`src/rtl/scc_pkg.sv`:
```
// Shared types and constants for the skin color pixel classifier.
// Depends on nothing; used by every module in rtl/.
`timescale 1ns / 1ps

package scc_pkg;

    // Width of one color component and of a hue limit register
    localparam int unsigned COMP_W = 8;
    localparam int unsigned HUE_W  = 13;

    // Configuration register indexes
    typedef enum logic [0:0] {
        REG_HUE_LOW  = 1'b0,
        REG_HUE_HIGH = 1'b1
    } t_cfg_reg;

    // Reset values of the hue limits, sixteenths of a degree
    localparam logic [HUE_W-1:0] HUE_LOW_RESET  = 13'd565;
    localparam logic [HUE_W-1:0] HUE_HIGH_RESET = 13'd5195;

    // Input item: one RGB pixel
    typedef struct packed {
        logic [COMP_W-1:0] red;
        logic [COMP_W-1:0] green;
        logic [COMP_W-1:0] blue;
    } t_pix_in;

    // Result item: skin flag and masked pixel
    typedef struct packed {
        logic              is_skin;
        logic [COMP_W-1:0] out_red;
        logic [COMP_W-1:0] out_green;
        logic [COMP_W-1:0] out_blue;
    } t_pix_out;

endpackage

```
`src/rtl/scc_rgb_rule.sv`:
```
// RGB skin rule: daylight branch or flash branch.
// Depends on scc_pkg (pixel type).
`timescale 1ns / 1ps

module scc_rgb_rule (
    input  scc_pkg::t_pix_in i_pix,
    output logic             o_pass
);

    logic [7:0] r, g, b;
    logic [7:0] mx, mn, d, drg;
    logic       day, flash;

    // Find spread of the components
    always_comb begin
        r   = i_pix.red;
        g   = i_pix.green;
        b   = i_pix.blue;
        mx  = (r > g) ? ((r > b) ? r : b) : ((g > b) ? g : b);
        mn  = (r < g) ? ((r < b) ? r : b) : ((g < b) ? g : b);
        d   = mx - mn;
        drg = (r > g) ? (r - g) : (g - r);
    end

    // Evaluate both lighting branches
    always_comb begin
        day   = (r > 8'd95) && (g > 8'd40) && (b > 8'd20) && (d > 8'd15) &&
                (drg > 8'd15) && (r > g) && (r > b);
        flash = (r > 8'd220) && (g > 8'd210) && (b > 8'd170) && (drg <= 8'd15) &&
                (r > b) && (g > b);
        o_pass = day || flash;
    end

endmodule

```
`src/rtl/scc_chroma_rule.sv`:
```
// Chroma skin rule: BT.601 Cr/Cb in fixed point, five linear bounds on Cr vs Cb.
// Depends on scc_pkg (pixel type).
`timescale 1ns / 1ps

module scc_chroma_rule (
    input  scc_pkg::t_pix_in i_pix,
    output logic             o_pass
);

    logic [22:0]        ysum;
    logic [7:0]         y;
    logic signed [24:0] rd, bd, cr_arg, cb_arg;
    logic [7:0]         cr, cb;
    logic signed [25:0] cr_s, cb_s, c;
    logic               e3, e4, e5, e6, e7;

    // Drop negatives, scale down, saturate at full scale
    function automatic logic [7:0] sat_u8(input logic signed [24:0] v);
        logic [10:0] s;
        s = v[24:14];
        if (v[24]) begin
            sat_u8 = 8'd0;
        end else if (s > 11'd255) begin
            sat_u8 = 8'hFF;
        end else begin
            sat_u8 = s[7:0];
        end
    endfunction

    // Luma, rounded to 8 bits
    always_comb begin
        ysum = 23'd1868 * {15'b0, i_pix.blue} + 23'd9617 * {15'b0, i_pix.green} +
               23'd4899 * {15'b0, i_pix.red} + 23'd8192;
        y    = ysum[21:14];
    end

    // Color differences, offset and rounded
    always_comb begin
        rd     = $signed({17'b0, i_pix.red})  - $signed({17'b0, y});
        bd     = $signed({17'b0, i_pix.blue}) - $signed({17'b0, y});
        cr_arg = rd * 25'sd11682 + 25'sd2105344;
        cb_arg = bd * 25'sd9241 + 25'sd2105344;
        cr     = sat_u8(cr_arg);
        cb     = sat_u8(cb_arg);
    end

    // Bounds scaled by 10000, compared exactly
    always_comb begin
        cr_s   = $signed({18'b0, cr});
        cb_s   = $signed({18'b0, cb});
        c      = cr_s * 26'sd10000;
        e3     = c <= cb_s * 26'sd15862 + 26'sd200000;
        e4     = c >= cb_s * 26'sd3448 + 26'sd762069;
        e5     = c >= cb_s * (-26'sd45652) + 26'sd2345652;
        e6     = c <= cb_s * (-26'sd11500) + 26'sd3017500;
        e7     = c <= cb_s * (-26'sd22857) + 26'sd4328500;
        o_pass = e3 && e4 && e5 && e6 && e7;
    end

endmodule

```
`src/rtl/scc_hue_rule.sv`:
```
// Hue window rule by cross-multiplication against the two hue limits.
// Depends on scc_pkg (pixel type, limit width).
`timescale 1ns / 1ps

module scc_hue_rule (
    input  scc_pkg::t_pix_in          i_pix,
    input  logic [scc_pkg::HUE_W-1:0] i_hue_low,
    input  logic [scc_pkg::HUE_W-1:0] i_hue_high,
    output logic                      o_pass
);

    logic [7:0]         r, g, b, mx, mn, d;
    logic signed [22:0] r_s, g_s, b_s, d_s, n, t;
    logic signed [22:0] low_d, high_d;

    // Range of the components
    always_comb begin
        r   = i_pix.red;
        g   = i_pix.green;
        b   = i_pix.blue;
        mx  = (r > g) ? ((r > b) ? r : b) : ((g > b) ? g : b);
        mn  = (r < g) ? ((r < b) ? r : b) : ((g < b) ? g : b);
        d   = mx - mn;
        r_s = $signed({15'b0, r});
        g_s = $signed({15'b0, g});
        b_s = $signed({15'b0, b});
        d_s = $signed({15'b0, d});
    end

    // Hue numerator over d, by dominant component
    always_comb begin
        t = 23'sd960 * (g_s - b_s);
        if ((r >= g) && (r >= b)) begin
            n = t[22] ? (t + 23'sd5760 * d_s) : t;
        end else if (g >= b) begin
            n = 23'sd1920 * d_s + 23'sd960 * (b_s - r_s);
        end else begin
            n = 23'sd3840 * d_s + 23'sd960 * (r_s - g_s);
        end
    end

    // Compare against both limits scaled by d; grey takes hue zero
    always_comb begin
        low_d  = $signed({10'b0, i_hue_low}) * d_s;
        high_d = $signed({10'b0, i_hue_high}) * d_s;
        if (d == 8'd0) begin
            o_pass = (i_hue_low != '0);
        end else begin
            o_pass = (n < low_d) || (n > high_d);
        end
    end

endmodule

```
`src/rtl/skin_color_pixel_classifier.sv`:
```
// Top level of the skin color pixel classifier: input register, three rule
// checks, result register, hue limit registers. Depends on scc_pkg and the scc_* rules.
`timescale 1ns / 1ps
//
//  channel   direction  handshake                 payload
//  pixel in  in         i_valid / o_stall         i_pix  (scc_pkg::t_pix_in)
//  result    out        o_valid / i_stall         o_pix  (scc_pkg::t_pix_out)
//  config    in         i_cfg_we (no wait)        i_cfg_index, i_cfg_data
//
//  One item per cycle sustained while i_stall stays low; an accepted item waits in
//  the input register, then moves to the result register, where o_valid shows it.
//  The rule logic sits between the input register and the result register.
//  Reset (synchronous, active low) empties both stages and loads the hue limits
//  with 565 and 5195. o_stall rises only when both stages hold items and the
//  result is stalled, so a waiting result does not block a new item otherwise.

module skin_color_pixel_classifier (
    input  logic                          i_clk,
    input  logic                          i_rst_n,
    input  logic                          i_valid,
    output logic                          o_stall,
    input  scc_pkg::t_pix_in              i_pix,
    output logic                          o_valid,
    input  logic                          i_stall,
    output scc_pkg::t_pix_out             o_pix,
    input  logic                          i_cfg_we,
    input  scc_pkg::t_cfg_reg             i_cfg_index,
    input  logic [scc_pkg::HUE_W-1:0]     i_cfg_data
);

    logic                      r_s1_valid;
    scc_pkg::t_pix_in          r_s1_pix;
    logic                      r_out_valid;
    scc_pkg::t_pix_out         r_out_pix;
    scc_pkg::t_pix_out         n_out_pix;
    logic [scc_pkg::HUE_W-1:0] r_hue_low, r_hue_high;
    logic                      adv_out;
    logic                      rgb_ok, chroma_ok, hue_ok, skin;

    // Hold hue limits; take writes by index
    always_ff @(posedge i_clk) begin
        if (!i_rst_n) begin
            r_hue_low  <= scc_pkg::HUE_LOW_RESET;
            r_hue_high <= scc_pkg::HUE_HIGH_RESET;
        end else if (i_cfg_we) begin
            case (i_cfg_index)
                scc_pkg::REG_HUE_LOW:  r_hue_low  <= i_cfg_data;
                scc_pkg::REG_HUE_HIGH: r_hue_high <= i_cfg_data;
                default: ;
            endcase
        end
    end

    // Advance when the result register is empty or being taken
    assign adv_out = !r_out_valid || !i_stall;
    assign o_stall = r_s1_valid && !adv_out;

    // Input register
    always_ff @(posedge i_clk) begin
        if (!i_rst_n) begin
            r_s1_valid <= 1'b0;
        end else if (!o_stall) begin
            r_s1_valid <= i_valid;
        end
    end

    always_ff @(posedge i_clk) begin
        if (!o_stall && i_valid) begin
            r_s1_pix <= i_pix;
        end
    end

    // Rule checks
    scc_rgb_rule u_rgb (
        .i_pix  (r_s1_pix),
        .o_pass (rgb_ok)
    );

    scc_chroma_rule u_chroma (
        .i_pix  (r_s1_pix),
        .o_pass (chroma_ok)
    );

    scc_hue_rule u_hue (
        .i_pix      (r_s1_pix),
        .i_hue_low  (r_hue_low),
        .i_hue_high (r_hue_high),
        .o_pass     (hue_ok)
    );

    // Pass skin pixels, blank the rest
    always_comb begin
        skin                = rgb_ok && chroma_ok && hue_ok;
        n_out_pix.is_skin   = skin;
        n_out_pix.out_red   = skin ? r_s1_pix.red   : '0;
        n_out_pix.out_green = skin ? r_s1_pix.green : '0;
        n_out_pix.out_blue  = skin ? r_s1_pix.blue  : '0;
    end

    // Result register
    always_ff @(posedge i_clk) begin
        if (!i_rst_n) begin
            r_out_valid <= 1'b0;
        end else if (adv_out) begin
            r_out_valid <= r_s1_valid;
        end
    end

    always_ff @(posedge i_clk) begin
        if (adv_out && r_s1_valid) begin
            r_out_pix <= n_out_pix;
        end
    end

    assign o_valid = r_out_valid;
    assign o_pix   = r_out_pix;

`ifndef SYNTHESIS
    // A stall upstream only happens with both stages occupied
    a_stall_full: assert property (@(posedge i_clk) disable iff (!i_rst_n)
        o_stall |-> (r_s1_valid && r_out_valid))
        else $error("input stalled with a free stage");

    // An item in the input register reaches the output when it is free
    a_advance: assert property (@(posedge i_clk) disable iff (!i_rst_n)
        (r_s1_valid && adv_out) |=> o_valid)
        else $error("item lost between stages");

    // Non-skin results are black
    a_black: assert property (@(posedge i_clk) disable iff (!i_rst_n)
        (o_valid && !o_pix.is_skin) |->
        (o_pix.out_red == '0 && o_pix.out_green == '0 && o_pix.out_blue == '0))
        else $error("non-skin pixel not blanked");

    // Skin results carry the pixel that was in the input register
    a_pass: assert property (@(posedge i_clk) disable iff (!i_rst_n)
        (r_s1_valid && adv_out) |=>
        (!o_pix.is_skin || (o_pix.out_red == $past(r_s1_pix.red) &&
                            o_pix.out_green == $past(r_s1_pix.green) &&
                            o_pix.out_blue == $past(r_s1_pix.blue))))
        else $error("skin pixel altered");
`endif

endmodule
```
`config.mk`:
```
export PLATFORM = sky130hd
export DESIGN_NAME = skin_color_pixel_classifier
export DESIGN_NICKNAME = d
export VERILOG_FILES = /design/src/rtl/scc_pkg.sv /design/src/rtl/scc_rgb_rule.sv /design/src/rtl/scc_chroma_rule.sv /design/src/rtl/scc_hue_rule.sv /design/src/rtl/skin_color_pixel_classifier.sv
export SDC_FILE = /design/constraint.sdc
export NUM_CORES = 2
export LEC_CHECK = 0
export BUFFER_PORTS_ARGS = -buffer_cell sky130_fd_sc_hd__buf_2
export CAP_MARGIN = 20
export CORE_UTILIZATION = 45
export DETAILED_ROUTE_END_ITERATION = 8
export HOLD_SLACK_MARGIN = 0.12
export SYNTH_ARGS = -nofsm -noshare
export SYNTH_HDL_FRONTEND = slang
export SYNTH_SLANG_ARGS = --single-unit
```
`constraint.sdc`:
```
create_clock -name i_clk -period 44.5 [get_ports i_clk]
set_input_delay 4.45 -clock i_clk [delete_from_list [all_inputs] [get_ports i_clk]]
set_output_delay 4.45 -clock i_clk [all_outputs]
set_load 0.05 [all_outputs]
```
==> impl_metrics.env <==
export IMPL_synth_cells=4998
export IMPL_cts_tree="yes"
export IMPL_num_rows=112
export IMPL_min_path_type="flip-flop to flip-flop"
export IMPL_worst_slew_pin_transition_ns=1.05
export IMPL_cts_buffers_inserted=9
export IMPL_cts_buffer_depth=2
export IMPL_port_buffers=69
export IMPL_routedWlPerCell_um=18.4
export IMPL_synth_sequential_area_ratio_pct=4.77
export IMPL_cts_resized=0
export IMPL_grt_pass1_wl_um=186000
export IMPL_globalplace_congestion=0.941
export IMPL_synthTopCellsByArea="ha_1 27%, fa_1 23%, inv_1 8.7%"
export IMPL_required_ns=44.72
export IMPL_arrival_ns=24.45
export IMPL_synthDistinctLibCells=96
export IMPL_drv_cap=0
export IMPL_cp_slowest_cell="edfxtp_1"
export IMPL_grt_usage_pct=24.6
export IMPL_wl_um=115000
export IMPL_first_pass_iters=6
export IMPL_start_util_pct=45.5
export IMPL_worstSetupStartpointType="flip-flop"
export IMPL_max_stage_delay_ns=0.65
export IMPL_synth_warnings=0
export IMPL_ant_nets=0
export IMPL_finClkSkew_ns=0.0129
export IMPL_layout_common_cells="988 x inv_1, 912 x ha_1, 479 x fa_1, 330 x nand2_1, 269 x a21oi_1"
export IMPL_drt_iter0_markers=1932
export IMPL_grt_pass1_vias=34000
export IMPL_cp_max_fo=23
export IMPL_max_clock_freq_ghz=0.0413
export IMPL_synth_area_per_cell_um2=8.52
export IMPL_drc=0
export IMPL_tns_ns=0
export IMPL_synth_edff_count=49
export IMPL_cts_sinks=77
export IMPL_grt_overflow_total=0
export IMPL_area_growth_pct=5.12
export IMPL_ys_ff_latch=77
export IMPL_hold_slack_ns=0.519
export IMPL_async_reset_ff_share_pct=0
export IMPL_clk_latency_ns=0.39
export IMPL_hpwl_um=97500
export IMPL_cts_root_buf="clkbuf_16"
export IMPL_yosysTopAreaCell="ha_1"
export IMPL_synth_flop_cell="edfxtp_1"
export IMPL_setup_viol=0
export IMPL_fin_crit_sh_pct=54.5
export IMPL_antenna_found_initial=1
export IMPL_hold_buffers=0
export IMPL_slew_limit_headroom_pct=30.0
export IMPL_drive_gt1_share_pct=4.07
export IMPL_endpoint_kind="flip-flop"
export IMPL_final_max_slew_viol_count=0
export IMPL_finalHoldViolations=0
export IMPL_die_w_um=310
export IMPL_syn_nets=6432
export IMPL_layout_cells_non_filler=6271
export IMPL_status="finished, final reports clean"
export IMPL_n_antenna_cell=0
export IMPL_synthesis_area_mm2=0.0426
export IMPL_htreeDepth=3
export IMPL_core_region_area_mm2=0.0936
export IMPL_netlist_area_leader_share_pct=26.8
export IMPL_fin_area_mm2=0.0448
export IMPL_layout_commonest_cell="inv_1"
export IMPL_nets=6446
export IMPL_period_minus_slack_ns=24.23
export IMPL_crit_top_cell="ha_1"
export IMPL_vias_per_cell=5.44
export IMPL_post_place_cells=6252
export IMPL_dpl_cell_area_mm2=0.0445
export IMPL_grt_start_max_net_pins=34
export IMPL_via_count=34100
export IMPL_fillers=9298
export IMPL_cts_setup_buffers=0
export IMPL_die_area_mm2=0.0959
export IMPL_clk_pin_slew_worst_paths_ns=0.08
export IMPL_crit_type="flip-flop to flip-flop"
export IMPL_grt_setup_unrepaired="false"
export IMPL_die_h_um=310
export IMPL_io_pins=70
[state kept, by name, indices dropped and copies added (netlist names)]
register    cells
r_s1_valid      1
r_hue_low      13
r_hue_high     13
r_s1_pix       24
o_pix          25
o_valid         1
[through the flow]
stage	utilization (%)	setup slack, ns
after floorplan	-	23.23
after global placement	47.5	20.83
after detailed placement	47.5	20.16
after CTS	47.8	20.04
after global routing	47.8	18.43
final	47.8	20.27
[cell usage after synthesis (10+ instances only)]
| cell type | count |
|---|---|
| nor2_1 | 160 |
| nand4_1 | 46 |
| a21o_1 | 118 |
| o2111ai_1 | 10 |
| nor4_1 | 27 |
| nor2b_1 | 64 |
| and3_1 | 26 |
| clkbuf_1 | 89 |
| or3_1 | 29 |
| xnor2_1 | 247 |
| or2_2 | 26 |
| a21oi_1 | 270 |
| xor2_1 | 123 |
| mux2i_1 | 24 |
| a21boi_0 | 31 |
| o21bai_1 | 56 |
| a31oi_1 | 36 |
| a2111oi_0 | 15 |
| nand2_1 | 330 |
| nand2b_1 | 49 |
| o22ai_1 | 18 |
| dfxtp_1 | 28 |
| o211ai_1 | 23 |
| o21a_1 | 46 |
| nor3_2 | 20 |
| edfxtp_1 | 49 |
| fa_1 | 479 |
| ha_1 | 912 |
| o22a_1 | 10 |
| nor3_1 | 85 |
| and2_1 | 96 |
| o21ai_0 | 165 |
| nand3_1 | 59 |
| inv_1 | 988 |
| a211oi_1 | 49 |
| nor3b_1 | 12 |
[worst paths after layout]
check        cells past startpoint   startpoint  slack (ns)       end
max reg2reg                     95  r_s1_pix[5]       20.27  o_pix[7]
max                             95  r_s1_pix[5]       20.27  o_pix[7]
min                              2   r_s1_valid        0.52   o_valid
min reg2reg                      2   r_s1_valid        0.52   o_valid
[cell families (layout without fill, tap and decap cells)]
family,count (synthesis),in the layout,synth area share [%]
buffers and inverters,1092,1111,9.68
xor gates and xnor gates,372,372,7.70
AOI/OAI and AO/OA,962,962,14.9
and+or+nand+nor,1073,1073,12.9
DFF,77,77,4.77
muxes,26,26,0.617
adders and majority gates,1396,1396,49.4
[routing by layer]
layer  part of all wire, %  GRT usage (%)  vias to the layer above
met2                    47           41.2                      747
met1                    47           34.2                    16500
li1                      -              -                    16800
met3                   4.1           1.74                      133
met5                     0              0                        -
met4                   2.3           5.86                        0
[critical path: cells and delay by family, from the launching register on]
kind / cells / cell delay, ns
compound gates: 35 / 7.71
fa+ha+maj: 27 / 10.57
buf+inv: 13 / 1.58
simple gates: 17 / 2.61
xor+xnor: 3 / 0.91
flops: 1 / 0.65
[layout make-up]
class                           instances  area (µm²)  share of cell area [%]
Inverter                              990        3720                    8.30
Multi-Input combinational cell       3829       36500                    81.6
Sequential cell                        77        2030                    4.54
Clock buffer                           10         229                   0.511
Timing Repair Buffer                  105         646                    1.44
Tap cell                             1254        1570                    3.50
Clock inverter                          6        52.6                   0.117
Power is left out: the tool's default activity adds up to more than one toggle a clock period on the data nets, which glitch-free logic cannot reach.
